$ cat src/hdl/dam_pkg.sv
// ----------------------------------------------------------------------------
// dam_pkg
// Types and constants shared by the decimal accumulator machine files.
// ----------------------------------------------------------------------------
package dam_pkg;

  localparam int WORD_W  = 15;
  localparam int PC_W    = 7;
  localparam int MAG_W   = 14;   // magnitude of a word, |w| <= 9999
  localparam int DIV_BITS = 14;  // quotient bits of the divider
  localparam int DCNT_W  = 4;

  localparam logic signed [WORD_W-1:0] WORD_MAX = 15'sd9999;
  localparam logic signed [WORD_W-1:0] WORD_MIN = -15'sd9999;
  localparam logic signed [15:0]       SUM_MAX  = 16'sd9999;
  localparam logic signed [15:0]       SUM_MIN  = -16'sd9999;
  localparam logic signed [29:0]       PROD_MAX = 30'sd9999;
  localparam logic signed [29:0]       PROD_MIN = -30'sd9999;

  // floor(m / 100) == (m * RECIP_100) >> RECIP_SHIFT for 0 <= m <= 9999
  localparam logic [26:0] RECIP_100   = 27'd5243;
  localparam int          RECIP_SHIFT = 19;

  typedef enum logic [1:0] {
    MODE_LOAD    = 2'd0,
    MODE_READ    = 2'd1,
    MODE_RESTART = 2'd2,
    MODE_EXEC    = 2'd3
  } mode_t;

  typedef enum logic [2:0] {
    ST_RUN     = 3'd0,
    ST_HALT    = 3'd1,
    ST_BADADDR = 3'd2,
    ST_OVF     = 3'd3,
    ST_DIV0    = 3'd4,
    ST_BADOP   = 3'd5,
    ST_PCRANGE = 3'd6
  } status_t;

  localparam logic [6:0] OP_READ   = 7'd10;
  localparam logic [6:0] OP_WRITE  = 7'd11;
  localparam logic [6:0] OP_LOAD   = 7'd20;
  localparam logic [6:0] OP_STORE  = 7'd21;
  localparam logic [6:0] OP_ADD    = 7'd30;
  localparam logic [6:0] OP_SUB    = 7'd31;
  localparam logic [6:0] OP_DIV    = 7'd32;
  localparam logic [6:0] OP_MUL    = 7'd33;
  localparam logic [6:0] OP_BR     = 7'd40;
  localparam logic [6:0] OP_BRNEG  = 7'd41;
  localparam logic [6:0] OP_BRZERO = 7'd42;
  localparam logic [6:0] OP_HALT   = 7'd43;

  typedef enum logic [2:0] {
    S_IDLE,
    S_RDBK,
    S_FETCH,
    S_DECODE,
    S_OPER,
    S_DIV,
    S_FIN
  } fsm_t;

endpackage

$ cat src/hdl/decimal_accumulator_machine.sv
// ----------------------------------------------------------------------------
// decimal_accumulator_machine
// Decimal accumulator machine: word memory, accumulator and instruction
// counter; each transaction loads, reads back, restarts or steps once.
// ----------------------------------------------------------------------------
//  channel | direction | tdata (low bit up)                 | tuser
//  in_     | slave     | address[6:0], word[21:7]           | mode[1:0]
//  out_    | master    | status, accumulator_value,         | output_valid
//          |           | program_counter, instruction_word, |
//          |           | output_value, read_data            |
//
//  A divide runs the 14 steps of the one-bit-per-cycle divider, which makes it
//  the longest transaction. Every memory read goes through the single
//  registered RAM read port, so one transaction is in work at a time.
//  Reset clears the per-word valid bits at once; no clearing pass is needed.
//  A result waits in the output register; the next transaction is taken
//  meanwhile and stalls only at its own result if the first is still held.
// ----------------------------------------------------------------------------
module decimal_accumulator_machine #(
  parameter int MEM_WORDS = 100
) (
  input  logic        clk,
  input  logic        rst_n,
  input  logic        in_tvalid,
  output logic        in_tready,
  input  logic [23:0] in_tdata,   // address[6:0], word[21:7]
  input  logic [1:0]  in_tuser,   // mode[1:0]
  output logic        out_tvalid,
  input  logic        out_tready,
  output logic [71:0] out_tdata,  // status[2:0], accumulator_value[17:3],
                                  // program_counter[24:18], instruction_word[39:25],
                                  // output_value[54:40], read_data[69:55]
  output logic        out_tuser   // output_valid
);
  import dam_pkg::*;

  localparam int AW = $clog2(MEM_WORDS);
  localparam logic [PC_W-1:0] MEM_LIM = PC_W'(MEM_WORDS);

  fsm_t                     state_r, state_nxt;
  logic [PC_W-1:0]          addr_r, addr_nxt;
  logic signed [WORD_W-1:0] word_r, word_nxt;
  logic signed [WORD_W-1:0] acc_r, acc_nxt;
  logic [PC_W-1:0]          pc_r, pc_nxt;
  logic signed [WORD_W-1:0] ir_r, ir_nxt;
  status_t                  st_r, st_nxt;
  logic                     oflag_r, oflag_nxt;
  logic signed [WORD_W-1:0] ovalue_r, ovalue_nxt;
  logic signed [WORD_W-1:0] rdata_r, rdata_nxt;
  logic [6:0]               opq_r, opq_nxt;
  logic [MAG_W-1:0]         mag_r, mag_nxt;
  logic [MAG_W-1:0]         div_rem_r, div_rem_nxt;
  logic [MAG_W-1:0]         div_quo_r, div_quo_nxt;
  logic [MAG_W-1:0]         div_den_r, div_den_nxt;
  logic [DCNT_W-1:0]        div_cnt_r, div_cnt_nxt;
  logic                     div_neg_r, div_neg_nxt;
  logic                     out_tvalid_r, out_tvalid_nxt;
  logic [71:0]              out_data_r, out_data_nxt;
  logic                     out_user_r, out_user_nxt;
  logic [MEM_WORDS-1:0]     vld_r;
  logic                     rd_vld_r;

  logic                     ram_we;
  logic [AW-1:0]            ram_waddr;
  logic [WORD_W-1:0]        ram_wdata;
  logic [AW-1:0]            ram_raddr;
  logic [WORD_W-1:0]        ram_rdata;
  logic signed [WORD_W-1:0] mem_q;

  // datapath temporaries
  mode_t                    in_mode;
  logic [PC_W-1:0]          in_addr;
  logic signed [WORD_W-1:0] in_word;
  logic signed [WORD_W-1:0] wneg;
  logic [26:0]              recip_p;
  logic [MAG_W-1:0]         hund;
  logic [MAG_W-1:0]         rem14;
  logic [6:0]               opr;
  logic                     opr_bad;
  logic signed [WORD_W-1:0] clamp_w;
  logic signed [15:0]       sum16;
  logic signed [15:0]       dif16;
  logic signed [29:0]       prod;
  logic signed [WORD_W-1:0] acc_abs;
  logic signed [WORD_W-1:0] d_abs;
  logic [MAG_W:0]           trial;
  logic [MAG_W:0]           trial_sub;
  logic [MAG_W-1:0]         quo_step;
  logic signed [WORD_W-1:0] quo_s;
  status_t                  st_fin;

  dam_ram #(
    .WIDTH (WORD_W),
    .DEPTH (MEM_WORDS)
  ) u_ram (
    .clk   (clk),
    .we    (ram_we),
    .waddr (ram_waddr),
    .wdata (ram_wdata),
    .raddr (ram_raddr),
    .rdata (ram_rdata)
  );

  // never-written words read as zero
  assign mem_q = rd_vld_r ? $signed(ram_rdata) : '0;

  assign in_mode = mode_t'(in_tuser);
  assign in_addr = in_tdata[6:0];
  assign in_word = $signed(in_tdata[21:7]);

  assign in_tready  = (state_r == S_IDLE);
  assign out_tvalid = out_tvalid_r;
  assign out_tdata  = out_data_r;
  assign out_tuser  = out_user_r;

  // opcode / operand split: quotient by reciprocal, remainder by shift-add
  always_comb begin
    wneg    = -mem_q;
    recip_p = 27'(mem_q[WORD_W-1] ? wneg[MAG_W-1:0] : mem_q[MAG_W-1:0]) * RECIP_100;
    hund    = MAG_W'({opq_r, 6'b0}) + MAG_W'({opq_r, 5'b0}) + MAG_W'({opq_r, 2'b0});
    rem14   = mag_r - hund;
    opr     = rem14[6:0];
    opr_bad = (ir_r[WORD_W-1] && (opr != '0)) || (opr >= MEM_LIM);
    if (word_r > WORD_MAX) begin
      clamp_w = WORD_MAX;
    end else if (word_r < WORD_MIN) begin
      clamp_w = WORD_MIN;
    end else begin
      clamp_w = word_r;
    end
    sum16     = {acc_r[WORD_W-1], acc_r} + {mem_q[WORD_W-1], mem_q};
    dif16     = {acc_r[WORD_W-1], acc_r} - {mem_q[WORD_W-1], mem_q};
    prod      = 30'(acc_r) * 30'(mem_q);
    acc_abs   = acc_r[WORD_W-1] ? -acc_r : acc_r;
    d_abs     = mem_q[WORD_W-1] ? -mem_q : mem_q;
    trial     = {div_rem_r, div_quo_r[MAG_W-1]};
    trial_sub = trial - {1'b0, div_den_r};
    quo_step  = {div_quo_r[MAG_W-2:0], (trial >= {1'b0, div_den_r})};
    quo_s     = div_neg_r ? -$signed({1'b0, quo_step}) : $signed({1'b0, quo_step});
    st_fin    = st_r;
    if ((pc_r >= MEM_LIM) && ((st_r == ST_RUN) || (st_r == ST_HALT))) begin
      st_fin = ST_PCRANGE;
    end
  end

  always_comb begin
    state_nxt      = state_r;
    addr_nxt       = addr_r;
    word_nxt       = word_r;
    acc_nxt        = acc_r;
    pc_nxt         = pc_r;
    ir_nxt         = ir_r;
    st_nxt         = st_r;
    oflag_nxt      = oflag_r;
    ovalue_nxt     = ovalue_r;
    rdata_nxt      = rdata_r;
    opq_nxt        = opq_r;
    mag_nxt        = mag_r;
    div_rem_nxt    = div_rem_r;
    div_quo_nxt    = div_quo_r;
    div_den_nxt    = div_den_r;
    div_cnt_nxt    = div_cnt_r;
    div_neg_nxt    = div_neg_r;
    out_tvalid_nxt = out_tvalid_r && !out_tready;
    out_data_nxt   = out_data_r;
    out_user_nxt   = out_user_r;
    ram_we         = 1'b0;
    ram_waddr      = '0;
    ram_wdata      = '0;
    ram_raddr      = '0;

    unique case (state_r)
      S_IDLE: begin
        if (in_tvalid) begin
          addr_nxt   = in_addr;
          word_nxt   = in_word;
          oflag_nxt  = 1'b0;
          ovalue_nxt = '0;
          rdata_nxt  = '0;
          state_nxt  = S_FIN;
          unique case (in_mode)
            MODE_LOAD: begin
              if ((in_addr < MEM_LIM) && (in_word >= WORD_MIN) && (in_word <= WORD_MAX)) begin
                ram_we    = 1'b1;
                ram_waddr = in_addr[AW-1:0];
                ram_wdata = in_word;
              end
            end
            MODE_READ: begin
              ram_raddr = (in_addr < MEM_LIM) ? in_addr[AW-1:0] : '0;
              state_nxt = S_RDBK;
            end
            MODE_RESTART: begin
              acc_nxt = '0;
              pc_nxt  = '0;
              ir_nxt  = '0;
              st_nxt  = ST_RUN;
            end
            MODE_EXEC: begin
              if ((st_r == ST_RUN) && (pc_r < MEM_LIM)) begin
                ram_raddr = pc_r[AW-1:0];
                state_nxt = S_FETCH;
              end
            end
            default: ;
          endcase
        end
      end

      S_RDBK: begin
        rdata_nxt = (addr_r < MEM_LIM) ? mem_q : '0;
        state_nxt = S_FIN;
      end

      S_FETCH: begin
        ir_nxt    = mem_q;
        mag_nxt   = mem_q[WORD_W-1] ? wneg[MAG_W-1:0] : mem_q[MAG_W-1:0];
        opq_nxt   = recip_p[RECIP_SHIFT+6:RECIP_SHIFT];
        state_nxt = S_DECODE;
      end

      S_DECODE: begin
        state_nxt = S_FIN;
        if (opr_bad) begin
          st_nxt = ST_BADADDR;
        end else begin
          pc_nxt = pc_r + 7'd1;
          priority if (ir_r[WORD_W-1]) begin
            st_nxt = ST_BADOP;
          end else begin
            unique case (opq_r)
              OP_READ: begin
                ram_we    = 1'b1;
                ram_waddr = opr[AW-1:0];
                ram_wdata = clamp_w;
              end
              OP_STORE: begin
                ram_we    = 1'b1;
                ram_waddr = opr[AW-1:0];
                ram_wdata = acc_r;
              end
              OP_WRITE, OP_LOAD, OP_ADD, OP_SUB, OP_DIV, OP_MUL: begin
                ram_raddr = opr[AW-1:0];
                state_nxt = S_OPER;
              end
              OP_BR:     pc_nxt = opr;
              OP_BRNEG:  if (acc_r < 0) pc_nxt = opr;
              OP_BRZERO: if (acc_r == '0) pc_nxt = opr;
              OP_HALT:   st_nxt = ST_HALT;
              default:   st_nxt = ST_BADOP;
            endcase
          end
        end
      end

      S_OPER: begin
        state_nxt = S_FIN;
        unique case (opq_r)
          OP_WRITE: begin
            oflag_nxt  = 1'b1;
            ovalue_nxt = mem_q;
          end
          OP_LOAD: acc_nxt = mem_q;
          OP_ADD: begin
            if ((sum16 >= SUM_MIN) && (sum16 <= SUM_MAX)) acc_nxt = sum16[WORD_W-1:0];
            else st_nxt = ST_OVF;
          end
          OP_SUB: begin
            if ((dif16 >= SUM_MIN) && (dif16 <= SUM_MAX)) acc_nxt = dif16[WORD_W-1:0];
            else st_nxt = ST_OVF;
          end
          OP_MUL: begin
            if ((prod >= PROD_MIN) && (prod <= PROD_MAX)) acc_nxt = prod[WORD_W-1:0];
            else st_nxt = ST_OVF;
          end
          OP_DIV: begin
            if (mem_q == '0) begin
              st_nxt = ST_DIV0;
            end else begin
              div_rem_nxt = '0;
              div_quo_nxt = acc_abs[MAG_W-1:0];
              div_den_nxt = d_abs[MAG_W-1:0];
              div_cnt_nxt = '0;
              div_neg_nxt = acc_r[WORD_W-1] ^ mem_q[WORD_W-1];
              state_nxt   = S_DIV;
            end
          end
          default: ;
        endcase
      end

      S_DIV: begin
        // restoring division, one quotient bit per cycle
        div_rem_nxt = (trial >= {1'b0, div_den_r}) ? trial_sub[MAG_W-1:0] : trial[MAG_W-1:0];
        div_quo_nxt = quo_step;
        div_cnt_nxt = div_cnt_r + 1'b1;
        if (div_cnt_r == DCNT_W'(DIV_BITS - 1)) begin
          acc_nxt   = quo_s;
          state_nxt = S_FIN;
        end
      end

      S_FIN: begin
        st_nxt = st_fin;
        // hold here while the previous result is still unclaimed
        if (!out_tvalid_r || out_tready) begin
          out_tvalid_nxt = 1'b1;
          out_data_nxt   = {2'b0, rdata_r, ovalue_r, ir_r, pc_r, acc_r, st_fin};
          out_user_nxt   = oflag_r;
          state_nxt      = S_IDLE;
        end
      end

      default: state_nxt = S_IDLE;
    endcase
  end

  always_ff @(posedge clk) begin
    if (!rst_n) begin
      state_r <= S_IDLE;
    end else begin
      state_r <= state_nxt;
    end
  end

  always_ff @(posedge clk) begin
    if (!rst_n) begin
      acc_r        <= '0;
      pc_r         <= '0;
      ir_r         <= '0;
      st_r         <= ST_RUN;
      out_tvalid_r <= 1'b0;
      vld_r        <= '0;
    end else begin
      acc_r        <= acc_nxt;
      pc_r         <= pc_nxt;
      ir_r         <= ir_nxt;
      st_r         <= st_nxt;
      out_tvalid_r <= out_tvalid_nxt;
      if (ram_we) begin
        vld_r[ram_waddr] <= 1'b1;
      end
    end
  end

  always_ff @(posedge clk) begin
    addr_r     <= addr_nxt;
    word_r     <= word_nxt;
    oflag_r    <= oflag_nxt;
    ovalue_r   <= ovalue_nxt;
    rdata_r    <= rdata_nxt;
    opq_r      <= opq_nxt;
    mag_r      <= mag_nxt;
    div_rem_r  <= div_rem_nxt;
    div_quo_r  <= div_quo_nxt;
    div_den_r  <= div_den_nxt;
    div_cnt_r  <= div_cnt_nxt;
    div_neg_r  <= div_neg_nxt;
    out_data_r <= out_data_nxt;
    out_user_r <= out_user_nxt;
    rd_vld_r   <= vld_r[ram_raddr];
  end

endmodule

$ cat src/hdl/dam_ram.sv
// ----------------------------------------------------------------------------
// dam_ram
// Generic single-clock RAM, one write port, one read port, registered read.
// ----------------------------------------------------------------------------
module dam_ram #(
  parameter int WIDTH = 15,
  parameter int DEPTH = 100
) (
  input  logic                     clk,
  input  logic                     we,
  input  logic [$clog2(DEPTH)-1:0] waddr,
  input  logic [WIDTH-1:0]         wdata,
  input  logic [$clog2(DEPTH)-1:0] raddr,
  output logic [WIDTH-1:0]         rdata
);

  logic [WIDTH-1:0] mem [DEPTH];

  always_ff @(posedge clk) begin
    if (we) begin
      mem[waddr] <= wdata;
    end
    rdata <= mem[raddr];
  end

endmodule

$ cat config.mk
export PLATFORM = sky130hd
export DESIGN_NAME = decimal_accumulator_machine
export DESIGN_NICKNAME = d
export VERILOG_FILES = /design/src/hdl/dam_pkg.sv /design/src/hdl/decimal_accumulator_machine.sv /design/src/hdl/dam_ram.sv
export SDC_FILE = /design/constraint.sdc
export NUM_CORES = 2
export LEC_CHECK = 0
export BUFFER_PORTS_ARGS = -buffer_cell sky130_fd_sc_hd__buf_4
export CORE_MARGIN = 2
export CORE_UTILIZATION = 61
export DETAILED_ROUTE_END_ITERATION = 12
export PLACE_DENSITY = 0.8
export RECOVER_POWER = 50
export SYNTH_ARGS = -nofsm -noshare
export SYNTH_HDL_FRONTEND = slang
export SYNTH_HIERARCHICAL = 1
export SYNTH_SLANG_ARGS = --single-unit
$ cat constraint.sdc
create_clock -name clk -period 10.2 [get_ports clk]
set_clock_uncertainty 0.15 [all_clocks]
set_input_delay 1.53 -clock clk [delete_from_list [all_inputs] [get_ports clk]]
set_output_delay 1.53 -clock clk [all_outputs]
set_load 0.1 [all_outputs]
Word level (Yosys, flattened, before mapping)
Memory sizes are Yosys's and may differ from the RTL's. A register that Yosys moved wholly into a read port is not among the register bits.
Cells that the tools add are included.
{ "totals": {"reg_bits": 330, "ramBits": 1500, "input_bits": 30, "out_inout_bits": 75, "mem_count": 1} }
{ "memory_table": {"columns": ["name", "words", "width", "rd", "rd_clocked_by_memory_dff", "wr", "line_no", "source"], "rows": [
  ["u_ram.mem", 100, 15, 1, 1, 1, "dam_ram.sv:17", "logic [WIDTH-1:0] mem [DEPTH];"]
]} }
{ "classes": {"add_sub_neg": 11, "n_mul": 2, "n_lt_le_gt_ge": 20, "n_eq_ne": 41, "n_mux": 103, "bitwise": 3, "reduce_logical": 42} }
{ "ops": {"columns": ["operator", "n"], "rows": [
  ["15-bit two-way mux", 18],
  ["15-bit one-hot mux with 2 select lines", 5],
  ["7-bit two-way mux", 19],
  ["14-bit two-way mux", 8],
  ["100-bit bitwise OR", 1],
  ["15-bit one-hot mux with 4 select lines", 1],
  ["14-bit one-hot mux with 2 select lines", 2],
  ["7-bit one-hot mux with 2 select lines", 4],
  ["15-bit one-hot mux with 3 select lines", 1],
  ["7-bit by 6-bit == test with 1-bit output (second input constant)", 6],
  ["3-bit two-way mux", 13],
  ["16-bit by 15-bit >= comparator with 1-bit output (second input constant)", 2],
  ["16-bit by 15-bit <= comparator with 1-bit output (second input constant)", 2],
  ["30-bit by 15-bit >= comparator with 1-bit output (second input constant)", 1],
  ["30-bit by 15-bit <= comparator with 1-bit output (second input constant)", 1],
  ["15-bit logical NOT", 2],
  ["15-bit by 15-bit multiplier with 30-bit output", 1],
  ["7-bit by 5-bit == test with 1-bit output (second input constant)", 4],
  ["14-bit negation", 2],
  ["14-bit by 13-bit multiplier with 26-bit output (second input constant)", 1],
  ["3-bit one-hot mux with 4 select lines", 2],
  ["7-bit less-than comparator (second input constant)", 3],
  ["3-bit inequality test (second input constant)", 7],
  ["3-bit one-hot mux with 7 select lines", 1],
  ["57 further kinds", 115]
]} }

Longest topological paths before layout
{ "logic_depth": {"ltp_word": 13, "depth_mapped": 30, "depth_no_buf": 28} }

Hierarchy
The synthesis kept the hierarchy.
{ "modules_own_cells": {"columns": ["module", "instances", "cells_per_inst", "area_per_inst_um2", "seq_area_each_um2"], "rows": [
  ["dam_ram", 1, 2512, 58065.7, 45343.5],
  ["decimal_accumulator_machine", 1, 3190, 30046.3, 8398.1]
]} }

Least setup slack after synthesis
Ideal clock, no wire load.
{ "synth_path": {"path_kind": "register -> register", "startpoint": "register rd_vld_r", "endpoint": "register acc_r[7]", "setup_ns": 0.125, "arrival_time_ns": 7.557, "slack_ns": 2.367, "stages_incl_launch_ff": 26, "n_path_buf": 4, "period_less_slack_ns": 7.833, "cell_sequence": "dfxtp_1 -> clkbuf_1 -> and2_0 -> clkbuf_1 -> nand2_1 -> fa_1 -> fa_1 -> fa_1 -> fa_1 -> fa_1 -> fa_1 -> inv_1 -> ha_1 -> buf_6 -> a21o_4 -> a221o_1 -> a21o_1 -> nand2b_4 -> o311a_1 -> nor3_2 -> nand4_1 -> or4b_4 -> nand4_2 -> o211ai_4 -> buf_6 -> mux2i_1"} }
{ "synth_via": {"elab_chain_len": 6, "elab_cells_between_ends": 22, "cone_classes": "add/sub (2); mul (1); order compare (6); eq/ne (3); mux (6); reduce/logical (4)"} }
{ "synth_rtl": {"columns": ["item", "line_no", "source"], "rows": [
  ["start: declaration", "decimal_accumulator_machine.sv:61", "logic rd_vld_r;"],
  ["start signal: assignment", "decimal_accumulator_machine.sv:361", "rd_vld_r <= vld_r[ram_raddr];"],
  ["15-bit two-way mux *", "decimal_accumulator_machine.sv:105", "assign mem_q = rd_vld_r ? $signed(ram_rdata) : '0;"],
  ["15-bit by 15-bit multiplier with 30-bit output, or another cell as far along", "decimal_accumulator_machine.sv:133", "prod = 30'(acc_r) * 30'(mem_q);"],
  ["30-bit by 15-bit >= comparator with 1-bit output, or another cell as far along", "decimal_accumulator_machine.sv:273", "if ((prod >= PROD_MIN) && (prod <= PROD_MAX)) acc_nxt = prod[WORD_W-1:0];"],
  ["1-bit logical AND, on equally long branches", "decimal_accumulator_machine.sv:273, decimal_accumulator_machine.sv:265, decimal_accumulator_machine.sv:269", null],
  ["3-bit inequality test (no source line)", null, null],
  ["8-bit AND reduction (no source line)", null, null],
  ["end signal: assignment", "decimal_accumulator_machine.sv:335", "acc_r <= acc_nxt;"],
  ["end: declaration", "decimal_accumulator_machine.sv:43", "logic signed [WORD_W-1:0] acc_r, acc_nxt;"]
]} }
Mark *: on every way between the ends. The rest lies on a longest branch, timed or not. The select of a mux whose other input is x is not followed.
A chain may end at the register's enable or synchronous reset.

Worst setup path after layout
{ "layout_path": {"startpoint": "register acc_r[14]", "endpoint": "register st_r[0]"} }
{ "layout_via": {"elab_chain_len": 5, "elab_cells_between_ends": 16, "cone_classes": "add/sub (2); mul (1); order compare (6); eq/ne (3); reduce/logical (4)"} }
{ "layout_rtl": {"columns": ["item", "line_no", "source"], "rows": [
  ["15-bit by 15-bit multiplier with 30-bit output, or another cell as far along", "decimal_accumulator_machine.sv:133", null],
  ["30-bit by 15-bit >= comparator with 1-bit output, or another cell as far along", "decimal_accumulator_machine.sv:273", null],
  ["1-bit logical AND, on equally long branches", "decimal_accumulator_machine.sv:273, decimal_accumulator_machine.sv:265, decimal_accumulator_machine.sv:269", null],
  ["3-bit inequality test (no source line)", null, null],
  ["9-bit AND reduction (no source line) *", null, null],
  ["end signal: assignment", "decimal_accumulator_machine.sv:338", "st_r <= st_nxt;"],
  ["end: declaration", "decimal_accumulator_machine.sv:46", "status_t st_r, st_nxt;"]
]} }
Mark *: on every way between the ends. The rest lies on a longest branch, timed or not.

==> reports/metrics.cfg <==
[run_status]
status=finished with violations
violations=capacitance limit, slew limit

[clock_network]
ctsHoldBuffers=0
post_cts_resized=0
clk_latency_ps=840
postCtsSetupRepairBufs=0
clkTransAtPathRegs_ps=70
root_buffer=clkbuf_16
cts_tree=done
cts.htree.levels=4
cts-buffers-inserted=172
clockBufferDepth=3
cts.sinks=1843

[placed_design]
port_buffers=100
gp_congestion=0.9830
detailed_place.area_mm2=0.09149
dp_hpwl_um=142400

[pwr]
switchingPower_w=0.004216
ir_worst_vdd_v=0.0002028
p_leak_nw=36.18
sw_frac_of_total=0.2550
cellPowerDensity_mw_per_mm2=171.3
combPwrFrac=0.104
p_clk_frac=0.384
power.internal_w=0.01231
p_seq_frac=0.513

[die]
dieWidth_um=384.1
core_area_mm2=0.1435
die_area_mm2=0.1475
die_y_um=384.1
rows=139
initial_core_util=0.6141
io_pins=105

[critical_path]
ff2ff_setup_slack_ps=660
critPathMaxFanout=32
start_kind=register
r2r-end=st_r[0]
cp.required_ps=10760
worstPathArrival_ps=10100
path_class=register to register
cp-end-kind=register
rr_worst_depth=21
r2r-start=acc_r[14]

[yosys]
syn_avg_cell_area_um2=15.45
synth_simple_gate_area_frac=0.06123
yosysWarnings=6
synthMuxAreaShare=0.1237
synth_top_area_cell=edfxtp_1
synth_ff_type=edfxtp_1
synthCells=5702
synthTopCellsByArea=edfxtp_1, mux4_2, fa_1
synth_seq_cells=1843
ys_seq_area_frac=0.6099
synth_edf_count=1683
yosysMostFrequentCell=edfxtp_1
synth_top_cell_area_share=0.5736
synthDistinctLibCells=100
synth_xor_xnor_area_share=0.01051
synth_adder_area_share=0.09943
synthTopCellsByCount=edfxtp_1, inv_1, mux4_2
syn_area_mm2=0.08811
synth_async_sr_flop_share=0
synth_compound_area_frac=0.06012
synth_top_family_by_area=multiplexers

[run]
cap_violations=20

[drt]
viasPerCell=6.702
dr.pass1.iters=6
wirelength_um=235800
wire_per_inst_um=29.74
antenna_left=0
drc=0
num_vias=53120
drt_iter0_drc=7008

[sta]
min_period_ps=9539
slew_viol_final=1616
period_share=0.9352
tightest_slew_ps=4233
relSlewSlack=-1.822
hold_viol_final=0
finalSetupTns_ps=0
fmax_ghz=0.1048
setup_viol=0
rsz0062_at_grt=false

[min_path]
hold_path_startpoint=ovalue_r[6]
holdPathEnd=out_tdata[46]
hold_depth=0
hold_class=register to register

[grt]
antenna_found_initial=14
overflow=0
grt_use_total=0.3227
grt_pass1_vias=53450
grt_pass1_wl_um=348500
grt_max_degree=114

[finish]
final_util=0.6725
drive_gt1_frac=0.1469
fill_cells=9269
area_growth_pct=9.506
nNetsFinal=6434
final_area_mm2=0.09649

critical path: stages, from the launching register on:
cell and delay, ps:
dfxtp_1 330, clkbuf_1 1330, nand2_1 400, fa_1 640, inv_1 150, fa_1 840, fa_1 520, fa_1 570
fa_1 430, fa_1 440, ha_1 380, a21o_1 200, or2_2 290, a2111oi_1 690, nand3b_1 200, a31oi_1 230
xor2_1 110, nor4_1 270, nand4_1 360, a211oi_1 560, nor3b_2 140, o211a_1 230
cells by family (layout without fill, tap and decap cells):
group	after synthesis	after routing
flip-flops	1843	1843
AND/OR/NAND/NOR	1128	1128
AO/OA/AOI/OAI	787	787
buffers and inverters	721	1036
multiplexers	592	592
adder cells (fa/ha/maj)	528	528
XOR/XNOR	102	102
other	1	8
cell type report:
class	count	area, µm²	share of cell area
diodes	6	15.01	0.0001556
clock buffers	218	4511	0.04675
clock inverters	98	1071	0.01110
inverters	437	1665	0.01726
multi-input cells	3139	31360	0.3250
flip-flops and latches	1843	53740	0.5570
well taps	1903	2381	0.02468
repair buffers	283	1742	0.01805
stage by stage:
step                      hold slack, ps  total power [W]  std cells  worst slack, ps
final                              260.8          0.01653       7927            660.5
after global routing               262.8          0.01696       7924            496.9
after CTS                          249.2          0.01661       7921             1212
after detailed placement           254.5          0.01035       7605             1247
after global placement             252.4          0.01031       7605             1299
after floorplan                    250.3         0.009809       5703             2367
power by group through the flow:
stage	registers, W	clock network [W]	logic (W)
after floorplan	0.00873	0	0.00108
after global placement	0.00861	0	0.00171
after detailed placement	0.00861	0	0.00174
after CTS	0.00845	0.00640	0.00176
after global routing	0.00848	0.00666	0.00183
final	0.00847	0.00634	0.00172
worst max path at each step:
| stage | cells after the start | slack (ps) | start | to |
|---|---|---|---|---|
| after detailed placement | 24 | 1250 | rd_vld_r | st_r[0] |
| final | 21 | 660 | acc_r[14] | st_r[0] |
| after global placement | 23 | 1300 | u_ram/rdata[5] | st_r[0] |
| after CTS | 24 | 1210 | rd_vld_r | st_r[0] |
| after floorplan | 25 | 2370 | rd_vld_r | acc_r[7] |
| after global routing | 21 | 500 | acc_r[14] | st_r[0] |
per-layer routing:
| metal | track usage | share of wire |
|---|---|---|
| met3 | 0.07016 | 0.11 |
| met4 | 0.1524 | 0.056 |
| met2 | 0.5154 | 0.47 |
| met5 | 0 | 0.00031 |
| met1 | 0.4268 | 0.35 |
cells in the final DEF, fill, tap and decap left out, types with 65 or more instances in the layout:
| master | netlist | routed |
|---|---|---|
| ha_1 | 241 | 241 |
| buf_4 | 20 | 155 |
| clkbuf_1 | 164 | 162 |
| nor2_1 | 304 | 295 |
| clkbuf_16 | 0 | 172 |
| inv_1 | 433 | 430 |
| o21ai_0 | 124 | 124 |
| fa_1 | 287 | 287 |
| edfxtp_1 | 1683 | 1683 |
| nor2b_1 | 133 | 132 |
| and3_1 | 76 | 75 |
| a21oi_1 | 194 | 193 |
| mux4_2 | 395 | 395 |
| nand3_1 | 65 | 65 |
| mux2i_1 | 174 | 174 |
| dfxtp_1 | 160 | 159 |
| nand2_1 | 341 | 341 |
state kept, by name, indices dropped and copies added (netlist names), 5 cells and up:
name,flops
rdata_r,15
out_tdata,70
u_ram/rdata,15
vld_r,100
mag_r,7
div_den_r,14
ovalue_r,15
word_r,15
div_rem_r,14
acc_r,15
opq_r,7
div_quo_r,14
u_ram/mem,1500
addr_r,5
ir_r,15
pc_r,7
(Power assumes the default switching activity.)
